## src/sv/ufcd_pkg.sv

```systemverilog
// Shared types and constants of the serial-to-packet deframer.
package ufcd_pkg;

	localparam int FrameLen    = 18;
	localparam int StoredLen   = FrameLen - 1;
	localparam int IdW         = 11;
	localparam int SumW        = 13;
	localparam int FillW       = 5;
	localparam int PayloadLen  = 8;
	localparam int PayloadBase = 9;

	typedef logic [7:0]       byte_t;
	typedef logic [IdW-1:0]   id_t;
	typedef logic [SumW-1:0]  sum_t;
	typedef logic [FillW-1:0] fill_t;

	// Stored window: entry 0 is the oldest byte, the newest byte is not stored yet.
	typedef byte_t [StoredLen-1:0] window_t;

	localparam byte_t StartByte   = 8'hF0;
	localparam byte_t TypeByte    = 8'h55;
	localparam byte_t ChannelByte = 8'hAA;

	localparam fill_t FillFull = fill_t'(StoredLen);

	typedef enum logic [1:0] {
		CfgMsgIdLow    = 2'd0,
		CfgMsgIdHigh   = 2'd1,
		CfgStatusId    = 2'd2,
		CfgHeartbeatId = 2'd3
	} cfg_idx_t;

	localparam id_t MsgIdLowRst    = 11'd1024;
	localparam id_t MsgIdHighRst   = 11'd1031;
	localparam id_t StatusIdRst    = 11'd1664;
	localparam id_t HeartbeatIdRst = 11'd1672;

	typedef struct packed {
		id_t msg_id_low;
		id_t msg_id_high;
		id_t status_id;
		id_t heartbeat_id;
	} cfg_t;

	typedef struct packed {
		id_t                          can_id;
		byte_t [PayloadLen-1:0]       data;
	} result_t;

	typedef struct packed {
		logic    pass;
		logic    hit;
		result_t res;
	} decision_t;

endpackage

```

## src/sv/usb_frame_to_can_deframer.sv

```systemverilog
// Top level of the serial-to-packet deframer: byte window, frame check and output stage.
//
// The block takes one received byte per item and accepts a byte in every clock
// cycle while the skid entry is free. Bytes shift through a row of 17 cells; each
// cell also carries the sum of its own byte and all newer ones, so the checksum of
// the oldest 17 bytes is ready in a register when the 18th byte arrives, and the
// start byte, checksum, type, channel and id filter are decided in the same cycle
// that byte is accepted. A frame that passes empties the window; one that fails
// drops its oldest byte, so the next byte completes a new candidate. A qualifying
// frame produces one item with the id and frame bytes 9 to 16, shown on the
// output in the cycle after its last byte was accepted when the result register
// is free, or is being taken with the skid entry empty; otherwise it waits in
// the skid entry until the items ahead of it are taken. The output has a result
// register and one skid entry: the input stalls only while both hold items that
// have not been taken. There is no clearing pass after reset; reset clears the
// fill count, configuration and output valid flags. Configuration writes take
// effect at the next clock edge and should be made while no frame is in progress.
module usb_frame_to_can_deframer (
	input  logic                   clk,
	input  logic                   arst_n,
	input  logic                   in_valid,
	output logic                   in_ready,
	input  ufcd_pkg::byte_t        rx_byte,
	output logic                   out_valid,
	input  logic                   out_ready,
	output ufcd_pkg::id_t          can_id,
	output ufcd_pkg::byte_t        data0,
	output ufcd_pkg::byte_t        data1,
	output ufcd_pkg::byte_t        data2,
	output ufcd_pkg::byte_t        data3,
	output ufcd_pkg::byte_t        data4,
	output ufcd_pkg::byte_t        data5,
	output ufcd_pkg::byte_t        data6,
	output ufcd_pkg::byte_t        data7,
	input  logic                   cfg_we,
	input  ufcd_pkg::cfg_idx_t     cfg_index,
	input  ufcd_pkg::id_t          cfg_data
);
	import ufcd_pkg::*;

	logic      accept;
	logic      q_full;
	cfg_t      cfg_q;
	fill_t     fill_q;
	fill_t     fill_d;
	window_t   win;
	sum_t      acc [StoredLen];
	decision_t dec;
	logic      emit;
	result_t   out_res;

	assign in_ready = !q_full;
	assign accept   = in_valid && in_ready;

	// Configuration registers, written directly by index.
	always_ff @(posedge clk or negedge arst_n) begin
		if (!arst_n) begin
			cfg_q.msg_id_low   <= MsgIdLowRst;
			cfg_q.msg_id_high  <= MsgIdHighRst;
			cfg_q.status_id    <= StatusIdRst;
			cfg_q.heartbeat_id <= HeartbeatIdRst;
		end else if (cfg_we) begin
			unique case (cfg_index)
				CfgMsgIdLow:    cfg_q.msg_id_low   <= cfg_data;
				CfgMsgIdHigh:   cfg_q.msg_id_high  <= cfg_data;
				CfgStatusId:    cfg_q.status_id    <= cfg_data;
				CfgHeartbeatId: cfg_q.heartbeat_id <= cfg_data;
				default: ;
			endcase
		end
	end

	// Row of cells. The newest stored byte sits in the last cell, which starts a
	// fresh sum; every other cell takes its neighbor's byte and sum.
	for (genvar k = 0; k < StoredLen; k++) begin : g_cell
		if (k == StoredLen - 1) begin : g_tail
			ufcd_cell u_cell (
				.clk      (clk),
				.shift_en (accept),
				.byte_in  (rx_byte),
				.acc_in   ('0),
				.new_byte (rx_byte),
				.byte_q   (win[k]),
				.acc_q    (acc[k])
			);
		end else begin : g_body
			ufcd_cell u_cell (
				.clk      (clk),
				.shift_en (accept),
				.byte_in  (win[k+1]),
				.acc_in   (acc[k+1]),
				.new_byte (rx_byte),
				.byte_q   (win[k]),
				.acc_q    (acc[k])
			);
		end
	end

	// The stored cells are frame bytes 0 to 16; the arriving byte is byte 17.
	ufcd_check u_check (
		.win       (win),
		.acc0      (acc[0]),
		.last_byte (rx_byte),
		.cfg       (cfg_q),
		.dec       (dec)
	);

	// The window counts how many stored cells belong to the current candidate.
	// Once 17 are held, each new byte completes a frame: a good frame empties
	// the window and a bad one keeps the count at 17 as the row slides on.
	always_comb begin
		fill_d = fill_q;
		if (accept) begin
			if (fill_q == FillFull) begin
				fill_d = dec.pass ? '0 : FillFull;
			end else begin
				fill_d = fill_q + fill_t'(1);
			end
		end
	end

	always_ff @(posedge clk or negedge arst_n) begin
		if (!arst_n) begin
			fill_q <= '0;
		end else begin
			fill_q <= fill_d;
		end
	end

	assign emit = accept && (fill_q == FillFull) && dec.pass && dec.hit;

	ufcd_out_q u_out_q (
		.clk       (clk),
		.arst_n    (arst_n),
		.push      (emit),
		.push_data (dec.res),
		.full      (q_full),
		.out_valid (out_valid),
		.out_data  (out_res),
		.out_ready (out_ready)
	);

	assign can_id = out_res.can_id;
	assign data0  = out_res.data[0];
	assign data1  = out_res.data[1];
	assign data2  = out_res.data[2];
	assign data3  = out_res.data[3];
	assign data4  = out_res.data[4];
	assign data5  = out_res.data[5];
	assign data6  = out_res.data[6];
	assign data7  = out_res.data[7];

	// The fill count never passes the number of stored cells.
	a_fill_bound: assert property (@(posedge clk) disable iff (!arst_n)
		fill_q <= FillFull)
		else $error("window fill count out of range");

	// A good frame leaves an empty window behind.
	a_pass_empties: assert property (@(posedge clk) disable iff (!arst_n)
		(accept && (fill_q == FillFull) && dec.pass) |=> (fill_q == '0))
		else $error("window not emptied after a good frame");

	// A bad frame keeps 17 bytes for the next candidate.
	a_fail_slides: assert property (@(posedge clk) disable iff (!arst_n)
		(accept && (fill_q == FillFull) && !dec.pass) |=> (fill_q == FillFull))
		else $error("window lost bytes after a bad frame");

	// Input stalls only while the result register is occupied.
	a_stall_has_head: assert property (@(posedge clk) disable iff (!arst_n)
		!in_ready |-> out_valid)
		else $error("input stalled with an empty output register");

	// A packet that meets a stalled full output register goes into the skid entry.
	a_skid_fill: assert property (@(posedge clk) disable iff (!arst_n)
		(emit && out_valid && !out_ready) |=> !in_ready)
		else $error("packet not held in the skid entry");

endmodule

```

## src/sv/ufcd_cell.sv

```systemverilog
// One window cell: holds a byte and the sum of that byte and all newer stored bytes.
module ufcd_cell (
	input  logic           clk,
	input  logic           shift_en,
	input  ufcd_pkg::byte_t byte_in,
	input  ufcd_pkg::sum_t  acc_in,
	input  ufcd_pkg::byte_t new_byte,
	output ufcd_pkg::byte_t byte_q,
	output ufcd_pkg::sum_t  acc_q
);
	import ufcd_pkg::*;

	// The running sum moves one cell toward the old end together with its byte,
	// and each arriving byte is added to every cell's sum on the way.
	always_ff @(posedge clk) begin
		if (shift_en) begin
			byte_q <= byte_in;
			acc_q  <= acc_in + sum_t'(new_byte);
		end
	end

endmodule

```

## src/sv/ufcd_check.sv

```systemverilog
// Frame check and packet filter for a completed 18-byte window.
module ufcd_check (
	input  ufcd_pkg::window_t   win,
	input  ufcd_pkg::sum_t      acc0,
	input  ufcd_pkg::byte_t     last_byte,
	input  ufcd_pkg::cfg_t      cfg,
	output ufcd_pkg::decision_t dec
);
	import ufcd_pkg::*;

	logic [8:0] fold1;
	byte_t      fold2;
	byte_t      chk;
	id_t        id;
	logic       type_ok;
	logic       in_range;

	// Fold the sum twice into 8 bits, then take the two's complement.
	// The second fold cannot carry: a carry out of the first fold leaves at most 15
	// in the low byte.
	always_comb begin
		fold1 = 9'(acc0[7:0]) + 9'(acc0[SumW-1:8]);
		fold2 = fold1[7:0] + 8'(fold1[8]);
		chk   = ~fold2 + 8'd1;
	end

	assign id       = {win[4], win[5][7:5]};
	assign type_ok  = (win[1] == TypeByte) && (win[2] == ChannelByte);
	assign in_range = (id >= cfg.msg_id_low) && (id <= cfg.msg_id_high);

	always_comb begin
		dec.pass       = (win[0] == StartByte) && (chk == last_byte);
		dec.hit        = type_ok &&
		                 (in_range || (id == cfg.status_id) || (id == cfg.heartbeat_id));
		dec.res.can_id = id;
		for (int i = 0; i < PayloadLen; i++) begin
			dec.res.data[i] = win[PayloadBase + i];
		end
	end

endmodule

```

## src/sv/ufcd_out_q.sv

```systemverilog
// Two-entry output stage: a result register with one skid entry behind it.
module ufcd_out_q (
	input  logic              clk,
	input  logic              arst_n,
	input  logic              push,
	input  ufcd_pkg::result_t push_data,
	output logic              full,
	output logic              out_valid,
	output ufcd_pkg::result_t out_data,
	input  logic              out_ready
);
	import ufcd_pkg::*;

	logic    head_v_q;
	logic    skid_v_q;
	result_t head_q;
	result_t skid_q;

	always_ff @(posedge clk or negedge arst_n) begin
		if (!arst_n) begin
			head_v_q <= 1'b0;
			skid_v_q <= 1'b0;
		end else if (!head_v_q || out_ready) begin
			if (skid_v_q) begin
				head_v_q <= 1'b1;
				skid_v_q <= push;
			end else begin
				head_v_q <= push;
			end
		end else if (push) begin
			skid_v_q <= 1'b1;
		end
	end

	always_ff @(posedge clk) begin
		if (!head_v_q || out_ready) begin
			if (skid_v_q) begin
				head_q <= skid_q;
				if (push) begin
					skid_q <= push_data;
				end
			end else if (push) begin
				head_q <= push_data;
			end
		end else if (push) begin
			skid_q <= push_data;
		end
	end

	assign full      = skid_v_q;
	assign out_valid = head_v_q;
	assign out_data  = head_q;

endmodule
```

## config.mk

```make
export PLATFORM = sky130hd
export DESIGN_NAME = usb_frame_to_can_deframer
export DESIGN_NICKNAME = d
export VERILOG_FILES = /design/src/sv/ufcd_pkg.sv /design/src/sv/usb_frame_to_can_deframer.sv /design/src/sv/ufcd_cell.sv /design/src/sv/ufcd_check.sv /design/src/sv/ufcd_out_q.sv
export SDC_FILE = /design/constraint.sdc
export NUM_CORES = 1
export LEC_CHECK = 0
export BUFFER_PORTS_ARGS = -buffer_cell sky130_fd_sc_hd__buf_2
export CAP_MARGIN = 20
export CELL_PAD_IN_SITES_DETAIL_PLACEMENT = 0
export CELL_PAD_IN_SITES_GLOBAL_PLACEMENT = 1
export CORE_UTILIZATION = 47
export CTS_CLUSTER_DIAMETER = 50
export CTS_CLUSTER_SIZE = 40
export DETAILED_ROUTE_END_ITERATION = 6
export PLACE_DENSITY = 0.7
export SYNTH_ARGS = -nofsm -noshare
export SYNTH_HDL_FRONTEND = slang
export SYNTH_SLANG_ARGS = --single-unit
```

## constraint.sdc

```tcl
create_clock -name clk -period 15.2 [get_ports clk]
set_input_delay 3.04 -clock clk [delete_from_list [all_inputs] [get_ports clk]]
set_output_delay 3.04 -clock clk [all_outputs]
set_load 0.02 [all_outputs]
```

==> results of run 1 <==
[layout make-up]
type / count / area [um^2] / area share, %
clock inverter: 40 / 468 / 1.69
clock buffer: 51 / 1250 / 4.54
tap: 680 / 851 / 3.08
timing repair buffer: 115 / 621 / 2.24
inverter: 127 / 484 / 1.75
multi-input combinational: 956 / 8150 / 29.5
sequential: 535 / 15800 / 57.2
[state kept, by name (all words and copies together), names as in the netlist]
name                         cells
cfg_q                           44
fill_q                           5
g_cell.g_body.u_cell.acc_q     198
g_cell.g_body.u_cell.byte_q    128
g_cell.g_tail.u_cell.byte_q      8
u_out_q.full                     1
u_out_q.out_data                75
u_out_q.out_valid                1
u_out_q.skid_q                  75
[metal layers]
metal  vias up  part of all wire, %
met1      6352                   42
met5         -                    0
li1       6318                    -
met2       159                   51
met3        63                  4.2
met4         0                  2.1
[worst paths after layout]
path | cells after the start | slack, ns | endpoint | from
min | 0 | 0.41 | g_cell[6].g_body.u_cell.byte_q[2] | g_cell[7].g_body.u_cell.byte_q[2]
min in group asynchronous | 2 | 2.57 | fill_q[1] | arst_n
max in group asynchronous | 2 | 12.14 | u_out_q.full | arst_n
min reg2reg | 0 | 0.41 | g_cell[6].g_body.u_cell.byte_q[2] | g_cell[7].g_body.u_cell.byte_q[2]
max | 9 | 9.64 | u_out_q.skid_q[46] | rx_byte[3]
max reg2reg | 17 | 9.80 | u_out_q.skid_q[46] | g_cell[0].g_body.u_cell.acc_q[0]
[layout by cell type (no fill, tap or decap), drive strengths merged, types with 42 or more instances in the layout]
master / Yosys / final
a21o: 62 / 62
a21oi: 64 / 64
buf: 2 / 115
clkbuf: 14 / 51
edfxtp: 484 / 484
ha: 160 / 160
inv: 127 / 144
mux2: 107 / 107
nor2: 42 / 42
o21ai: 66 / 66
xnor2: 107 / 107
xor2: 81 / 81
[through the flow]
step           power (mW)  utilization, %  hold WS, ns
2_1_floorplan        2.94               -        0.400
3_3_place_gp         3.11            50.4        0.401
3_5_place_dp         3.15            50.4        0.405
4_1_cts              4.46            53.8        0.409
5_1_grt              4.66            53.8        0.424
6_report             4.40            53.8        0.415
[logic make-up (layout without fill, tap and decap cells)]
group / count (synthesis) / count (layout) / synth area share (%)
xor gates and xnor gates: 189 / 189 / 6.84
AOI/OAI and AO/OA: 255 / 255 / 6.68
muxes: 107 / 107 / 4.92
adders and majority gates: 178 / 178 / 9.60
and+or+nand+nor: 227 / 227 / 5.14
buffers and inverters: 143 / 333 / 2.25
DFF: 535 / 535 / 64.6
[where the power goes]
group	total (mW)	internal, mW	switching [mW]
registers	2.05	1.93	0.121
clock network	1.29	0.674	0.617
logic	1.05	0.508	0.543
total	4.40	3.12	1.28
==> impl_metrics.yaml, run 1 <==
run_status:
  status: "finished, final reports clean"
routing:
  drc: 0
  vias: 12900
  drt_iter0_markers: 746
  wl_per_cell_um: 16.7
  drtPass1Iterations: 5
  viasPerCell: 5.15
  ant_nets: 0
  wl_um: 41700
synth:
  async_flop_share_pct: 9.53
  netlist.area_leader.share_pct: 59.3
  yosysTopAreaCell: "edfxtp_1"
  synthFlopType: "edfxtp_1"
  syn-cell-area_um2: 24500
  synth_fp_nets: 1837
  yosysSeqAreaShare_pct: 64.6
  avgSynthCellArea_um2: 15.0
  yosysMostFrequentCell: "edfxtp_1"
  yosys-top-cells-area: "edfxtp_1 59%, ha_1 8.2%, mux2_2 4.9%"
  synth.ff_latch_count: 535
  synth-edff-count: 484
  yosysWarnings: 0
  post_synth_inst_count: 1634
  synth_cell_types: 65
  synthTopCellsByCount: "484 x edfxtp_1, 160 x ha_1, 124 x inv_1, 107 x mux2_2, 106 x xnor2_1"
sta:
  setup_slack_ns: 9.64
  tightestPinTransition_ns: 1.34
  fmaxAchievable_mhz: 180
  final.setup.tns_ns: 0
  hold_viol: 0
  worst_clock_skew_ns: 0.0411
  maxSlewViolCount: 0
  setup_viol: 0
  min_period_over_period_pct: 36.6
  fin_crit_ns: 5.56
  slew_headroom_pct: 11.0
  rsz0062_at_grt: "no"
pwr:
  leakagePower_nw: 10.8
  power_density_nw_per_um2: 159
  ir_drop_v: 0.0000847
critical_path:
  critPathRequiredTime_ns: 15.42
  startpoint_type: "input port"
  crit_type: "in2reg"
  crit_top_cell: "xnor2_1"
  cp_max_fo: 63
  path_delay_family: "buffers and inverters"
  endpoint_kind: "flip-flop"
  cp_data_arrival_time_ns: 5.78
  cpPeakStageDelay_ns: 0.70
  crit_path_top_delay_cell: "buf_4"
  path_cells: "buf_2, xnor2_1, xnor2_1, xnor2_1, nor4b_4, o2111ai_1, nor4_2, buf_4, buf_4"
  worst-path-buf-inv: 3
clocking:
  numCtsBuffers: 49
  post_cts_buffers: 0
  hold_buffers: 0
  cts_tree: "yes"
  cts_sinks: 535
  htreeDepth: 2
  clk_pin_slew_ns: 0.08
  cts_buffer_depth: 3
  cts_resized: 0
  insertion_delay_ns: 0.61
  root_buffer: "clkbuf_16"
cells_and_area:
  area_delta_synth_final_pct: 12.8
  fin_area_um2: 27700
  n_fill_cell: 4176
  fin_nets: 1987
  drive_gt1_share_pct: 19.0
  fin_cells: 2504
  antenna_cells: 0
die:
  core_area_um2: 51400
  io-pin-count: 103
  rows: 83
  dieHeight_um: 230
  initial_core_util_pct: 47.7
  die_w_um: 230
  die_area_um2: 53100
global_route:
  grt_pass1_wl_um: 68200
  grt_max_degree: 211
  grt_antenna_before_repair: 2
  use_met2_pct: 29.3
  grt_pass1_vias: 13500
  met3_usage_pct: 2.79
  grt_use_total_pct: 16.2
  top_usage_layer: "met2"
  overflow: 0
  grtUsageMet1_pct: 19.7
placement:
  place_area_um2: 25900
  dpl.hpwl_um: 27000
  placed_cells: 2413
  gp_congestion: 0.776
  io_buffers: 102
  pre_cts_ws_ns: 8.97
job:
  drv_cap: 0
hold_path:
  hold_class: "reg2reg"
Power figures use the tool's default switching activity.
==> run 2: changes to the inputs <==
--- a/config.mk
+++ b/config.mk
@@ -5,6 +5,7 @@
 export SDC_FILE = /design/constraint.sdc
 export NUM_CORES = 1
 export LEC_CHECK = 0
+export ABC_AREA = 1
 export BUFFER_PORTS_ARGS = -buffer_cell sky130_fd_sc_hd__buf_2
 export CAP_MARGIN = 20
 export CELL_PAD_IN_SITES_DETAIL_PLACEMENT = 0
@@ -13,7 +14,7 @@
 export CTS_CLUSTER_DIAMETER = 50
 export CTS_CLUSTER_SIZE = 40
 export DETAILED_ROUTE_END_ITERATION = 6
-export PLACE_DENSITY = 0.7
+export PLACE_DENSITY = 0.72
 export SYNTH_ARGS = -nofsm -noshare
 export SYNTH_HDL_FRONTEND = slang
 export SYNTH_SLANG_ARGS = --single-unit
==> constraint.sdc (replaced) <==
create_clock -name clk -period 5.5 [get_ports clk]
set_input_delay 1.1 -clock clk [delete_from_list [all_inputs] [get_ports clk]]
set_output_delay 1.1 -clock clk [all_outputs]
set_load 0.02 [all_outputs]
==> run 2 against run 1 <==
Sequential share of layout area down 0.80 points. Routed wire length up 9.9%. Worst setup slack worse by 8.6 ns. Critical path depth up 13. First-iteration DRC count down 4.8%. Cell count up 15%. Non-clock buffer count up 1. Cell area up 1.4%. Area after synthesis up 0.67%. Die area up 0.67%. Critical path type is now reg2reg.
==> impl_metrics.yaml, run 2 <==
critical_path:
  cp_max_fo: 23
  crit_type: "reg2reg"
  path_cells: "ha_1, fa_1, nand2_1, nand3_1, nand2_1, nor2_1, ha_1, ha_1, inv_1, ha_1, nand3_1, nand3b_1, nor2_1, nand2_1, nand2_2, nand2_1, nand2_1, nand2_1, nor2_2, nand3_2, nor2_4, buf_4"
  crit_top_cell: "nand2_1"
  crit_path_top_delay_cell: "nor2_4"
  path_delay_family: "simple AND/OR/NAND/NOR gates"
  critPathRequiredTime_ns: 5.82
  startpoint_type: "flip-flop"
  endpoint_kind: "flip-flop"
  cpPeakStageDelay_ns: 0.66
  cp_data_arrival_time_ns: 4.81
  worst-path-buf-inv: 2
placement:
  placed_cells: 2779
  gp_congestion: 0.796
  dpl.hpwl_um: 29900
  place_area_um2: 26100
  io_buffers: 102
  pre_cts_ws_ns: 0.945
cells_and_area:
  final_common_cell: "edfxtp_1"
  fin_util_pct: 54.3
  fin_area_um2: 28000
  drive_gt1_share_pct: 11.1
  fin_cells: 2878
  layout_common_cells: "484 x edfxtp_1, 439 x nand2_1, 184 x inv_1"
  antenna_cells: 0
  largest_reg_flops: 198
  fin_nets: 2357
  multi_input_area_um2: 8070
  regMostFlops: "g_cell.g_body.u_cell.acc_q"
  area_delta_synth_final_pct: 13.7
  n_fill_cell: 4285
  reg.largest.list: "g_cell.g_body.u_cell.acc_q: 198 flops, g_cell.g_body.u_cell.byte_q: 128 flops"
  seqCellArea_um2: 15800
synth:
  yosysWarnings: 0
  yosysSeqAreaShare_pct: 64.1
  yosysMostFrequentCell: "edfxtp_1"
  synthMuxAreaShare_pct: 0
  post_synth_inst_count: 2009
  synth_fp_nets: 2212
  synthXorXnorAreaFrac_pct: 6.67
  synthSimpleGateAreaFrac_pct: 11.4
  synthFlopType: "edfxtp_1"
  synth-edff-count: 484
  yosysTopAreaCell: "edfxtp_1"
  async_flop_share_pct: 9.53
  synth.ff_latch_count: 535
  synth_compound_area_share_pct: 5.03
  syn-cell-area_um2: 24700
  avgSynthCellArea_um2: 12.3
  synth_top_family_by_area: "simple AND/OR/NAND/NOR gates"
  synthTopCellsByCount: "484 x edfxtp_1, 440 x nand2_1, 186 x inv_1, 160 x ha_1, 127 x xor2_1"
  netlist.area_leader.share_pct: 58.9
  synth_cell_types: 39
  yosys-top-cells-area: "edfxtp_1 59%, ha_1 8.1%, nand2_1 6.7%"
  synth_fa_ha_area_share_pct: 9.49
hold_path:
  hold_class: "reg2reg"
routing:
  vias: 14500
  drc: 0
  drt_iter0_markers: 710
  wl_per_cell_um: 15.9
  viasPerCell: 5.04
  wl_um: 45800
  drtPass1Iterations: 5
  ant_nets: 0
global_route:
  grt_max_degree: 183
  overflow: 0
  grt_antenna_before_repair: 0
  grt_pass1_vias: 14600
  grt_use_total_pct: 17.4
  grt_pass1_wl_um: 73400
pwr:
  ir_drop_v: 0.000296
  power_density_nw_per_um2: 454
  leakagePower_nw: 11.6
clocking:
  hold_buffers: 0
  root_buffer: "clkbuf_16"
  post_cts_buffers: 0
  cts_tree: "yes"
  htreeDepth: 2
  clk_pin_slew_ns: 0.07
  cts_resized: 0
  cts_buffer_depth: 3
  insertion_delay_ns: 0.62
  numCtsBuffers: 53
  cts_sinks: 535
die:
  rows: 83
  core_area_um2: 51600
  dieHeight_um: 231
  initial_core_util_pct: 47.8
  die_w_um: 231
  io-pin-count: 103
  die_area_um2: 53400
sta:
  tightestPinTransition_ns: 1.08
  worst_clock_skew_ns: 0.0356
  setup_viol: 0
  fin_crit_ns: 4.49
  maxSlewViolCount: 0
  min_period_over_period_pct: 81.6
  fmaxAchievable_mhz: 223
  hold_viol: 0
  setup_slack_ns: 1.01
  rsz0062_at_grt: "no"
  final.setup.tns_ns: 0
  slew_headroom_pct: 27.9
job:
  drv_cap: 0
run_status:
  status: "finished, final reports clean"
-- run 2: changes by cell type in the layout (fill, tap and decap cells not counted), moves of 30 or more --
cell / before / now
o21ai_1: 50 / 2
nand2b_1: 30 / 0
mux2_2: 107 / 0
xor2_1: 81 / 127
a21o_1: 62 / 10
nand3_1: 33 / 103
xnor2_1: 106 / 61
inv_1: 124 / 184
nor2b_1: 30 / 0
nand2_1: 35 / 439
o21ai_0: 16 / 74
a21oi_1: 64 / 123
-- run 2: worst reg2reg max path, cell delays in order (launching register included) --
cell      delay [ns]
edfxtp_1        0.37
ha_1            0.26
fa_1            0.45
nand2_1         0.12
nand3_1         0.07
nand2_1         0.07
nor2_1          0.06
ha_1            0.22
ha_1            0.27
inv_1           0.07
ha_1            0.16
nand3_1         0.10
nand3b_1        0.21
nor2_1          0.16
nand2_1         0.08
nand2_2         0.07
nand2_1         0.07
nand2_1         0.06
nand2_1         0.06
nor2_2          0.09
nand3_2         0.18
nor2_4          0.66
buf_4           0.35
-- run 2: final cells by class --
class,count,area share (%)
sequential,535,56.4
multi-input combinational,1261,28.8
clock buffer,57,4.82
tap,680,3.03
inverter,187,2.52
timing repair buffer,116,2.37
clock inverter,42,2.04
-- run 2: layer usage --
| layer | share of wire (%) | track usage, % |
|---|---|---|
| met1 | 43 | 21.6 |
| met2 | 50 | 30.8 |
| met3 | 3.3 | 2.72 |
| met4 | 2.9 | 6.15 |
| met5 | 0 | 0 |
-- run 2: where the power goes --
part	internal [mW]	total, mW	switching, mW
Clock	2.23	3.90	1.67
Sequential	5.39	5.72	0.337
Combinational	1.28	3.10	1.82
Total	8.89	12.7	3.83
-- run 2: stage by stage --
step | power, mW | hold slack, ns
final | 12.7 | 0.418
after detailed placement | 8.94 | 0.405
after CTS | 12.9 | 0.420
after global routing | 13.5 | 0.426
after global placement | 8.87 | 0.402
after floorplan | 8.26 | 0.400
-- run 2: cell families after synthesis --
logic type	count (synthesis)
xor+xnor	188
simple gates	665
flops	535
fa+ha+maj	177
compound gates	231
buf+inv	213
-- run 2: worst paths after layout --
kind	slack [ns]	cells past startpoint	endpoint	startpoint
setup / recovery	1.01	22	u_out_q.skid_q[34]	g_cell[0].g_body.u_cell.acc_q[0]
hold / removal	0.42	0	g_cell[5].g_body.u_cell.byte_q[3]	g_cell[6].g_body.u_cell.byte_q[3]
setup reg to reg	1.01	22	u_out_q.skid_q[34]	g_cell[0].g_body.u_cell.acc_q[0]
hold reg to reg	0.42	0	g_cell[5].g_body.u_cell.byte_q[3]	g_cell[6].g_body.u_cell.byte_q[3]
max in group asynchronous	4.40	2	u_out_q.full	arst_n
min in group asynchronous	0.59	2	cfg_q[34]	arst_n
==> run 3: changes to the inputs <==
==> constraint.sdc (replaced) <==
create_clock -name clk -period 4.4 [get_ports clk]
set_input_delay 0.88 -clock clk [delete_from_list [all_inputs] [get_ports clk]]
set_output_delay 0.88 -clock clk [all_outputs]
set_load 0.02 [all_outputs]
==> run 3 against run 2 <==
Via count grew 0.27%. Global-route usage up 0.16 points. Power rose by 25%. Cell area up 0.17%. Register-to-register slack got worse by 0.63 ns. Worst hold slack lost 0.19 ns. Maximum frequency increased by 12%. Routed wire length is 0.16% higher. First-iteration DRC count rose by 11%.
==> impl_metrics.yaml, run 3 (synthesized netlist as in run 2, its figures left out) <==
clocking:
  htreeDepth: 2
  insertion_delay_ns: 0.63
  cts_buffer_depth: 3
  cts_tree: "yes"
  post_cts_buffers: 0
  clk_pin_slew_ns: 0.07
  root_buffer: "clkbuf_16"
  numCtsBuffers: 54
  cts_sinks: 535
pwr:
  power_density_nw_per_um2: 564
  power_frac_clock_pct: 30.2
  ir_drop_v: 0.000348
  intPower_mw: 11.0
  power_switching_mw: 4.90
  power_mw: 15.8
  comb_power_share_pct: 24.6
  leakagePower_nw: 11.6
  switching_share_pct: 30.9
  seq_power_share_pct: 45.2
die:
  dieHeight_um: 231
  die_area_um2: 53400
  die_w_um: 231
  core_area_um2: 51600
  rows: 83
  io-pin-count: 103
  initial_core_util_pct: 47.8
global_route:
  grt_pass1_wl_um: 74000
  grt_pass1_vias: 14800
  grt_max_degree: 209
  overflow: 0
  grt_use_total_pct: 17.6
  grt_antenna_before_repair: 0
critical_path:
  cpPeakStageDelay_ns: 0.39
  cp_data_arrival_time_ns: 4.35
  endpoint_kind: "flip-flop"
  path_cells: "ha_1, fa_2, nand2_1, nand3_1, nand2_1, nor2_1, ha_1, ha_1, inv_1, ha_1, nand3_1, nand3b_1, nor2_1, nand2_1, nand2_2, nand2_1, nand2_1, nand2_1, nor2_2, nand3_2, a21oi_4, clkbuf_16"
  critPathRequiredTime_ns: 4.73
  cp_max_fo: 26
  crit_type: "reg2reg"
  crit_path_top_delay_cell: "fa_2"
  worstRegToRegCells: 22
  startpoint_type: "flip-flop"
  crit_top_cell: "nand2_1"
job:
  drv_cap: 0
sta:
  fin_crit_ns: 4.02
  setup_viol: 0
  tightestPinTransition_ns: 1.33
  min_period_over_period_pct: 91.3
  rsz0062_at_grt: "no"
  slew_headroom_pct: 11.5
  fmaxAchievable_mhz: 249
  final.setup.tns_ns: 0
  maxSlewViolCount: 0
  worst_clock_skew_ns: 0.0497
  hold_viol: 0
cells_and_area:
  drive_gt1_share_pct: 11.4
  seqCellArea_um2: 15800
  fin_nets: 2362
  multi_input_area_um2: 8080
  regMostFlops: "g_cell.g_body.u_cell.acc_q"
  area_delta_synth_final_pct: 13.9
  antenna_cells: 0
  n_fill_cell: 4281
  layout_common_cells: "484 x edfxtp_1, 439 x nand2_1, 184 x inv_1"
  final_common_cell: "edfxtp_1"
  reg.largest.list: "g_cell.g_body.u_cell.acc_q: 198 flops, g_cell.g_body.u_cell.byte_q: 128 flops"
  largest_reg_flops: 198
routing:
  vias: 14500
  drt_iter0_markers: 789
  wl_per_cell_um: 15.9
  drtPass1Iterations: 6
  viasPerCell: 5.05
  drc: 0
  ant_nets: 0
  wl_um: 45900
placement:
  dpl.hpwl_um: 30000
  gp_congestion: 0.802
  io_buffers: 102
hold_path:
  hold_class: "in2async"
run_status:
  status: "finished, final reports clean"
==> run 3: final cells by class <==
| type | instances | share of cell area (%) |
|---|---|---|
| timing repair buffer | 120 | 2.63 |
| inverter | 187 | 2.51 |
| sequential | 535 | 56.3 |
| clock inverter | 43 | 1.91 |
| clock buffer | 57 | 4.85 |
| multi-input combinational | 1261 | 28.7 |
| tap | 680 | 3.03 |
==> run 3: path summary, 6_finish.rpt <==
path	endpoint	slack [ns]	startpoint
max in group asynchronous	cfg_q[18]	3.32	arst_n
min	cfg_q[11]	0.23	arst_n
min in group clk	g_cell[5].g_body.u_cell.byte_q[3]	0.42	g_cell[6].g_body.u_cell.byte_q[3]
min reg2reg	g_cell[5].g_body.u_cell.byte_q[3]	0.42	g_cell[6].g_body.u_cell.byte_q[3]
max	u_out_q.out_data[24]	0.38	g_cell[0].g_body.u_cell.acc_q[0]
max reg2reg	u_out_q.out_data[24]	0.38	g_cell[0].g_body.u_cell.acc_q[0]
==> run 3: worst max-delay path, delay by kind of cell, from the launching register on <==
kind / cells / cell delay, ns
adder cells (fa/ha/maj): 5 / 1.32
AND/OR/NAND/NOR: 14 / 1.38
AO/OA/AOI/OAI: 1 / 0.33
flip-flops: 1 / 0.36
buffers and inverters: 2 / 0.36
==> run 3: power groups by stage <==
stage	registers, mW	clock network [mW]	logic (mW)
after floorplan	7.17	0	3.16
after global placement	7.24	0	3.81
after detailed placement	7.27	0	3.91
after CTS	7.17	4.92	3.94
after global routing	7.26	5.09	4.49
final	7.16	4.79	3.90
==> run 3: layer usage <==
metal  vias to the layer above  GRT usage, %  part of all wire, %
li1                       7297             -                    -
met1                      6969          21.4                   43
met2                       208          31.1                   50
met3                        74          3.51                  4.2
met4                         0          5.96                  2.4
met5                         -             0                    0
==> run 3: repair_timing <==
action / CTS / global route
hold buffers: 0 / 0
endpoints found under the setup margin: 0 / 117
gates resized for setup: 0 / 3
==> run 3: metrics by stage <==
stage	hold WS, ns	setup slack, ns	cells	area [um^2]	utilization, %
2_1_floorplan	0.400	-2.32	2009	24700	-
3_3_place_gp	0.400	0.286	2781	26100	50.6
3_5_place_dp	0.405	0.235	2781	26100	50.6
4_1_cts	0.197	0.276	2881	28000	54.3
5_1_grt	0.239	0.0506	2883	28100	54.4
6_report	0.230	0.381	2883	28100	54.4
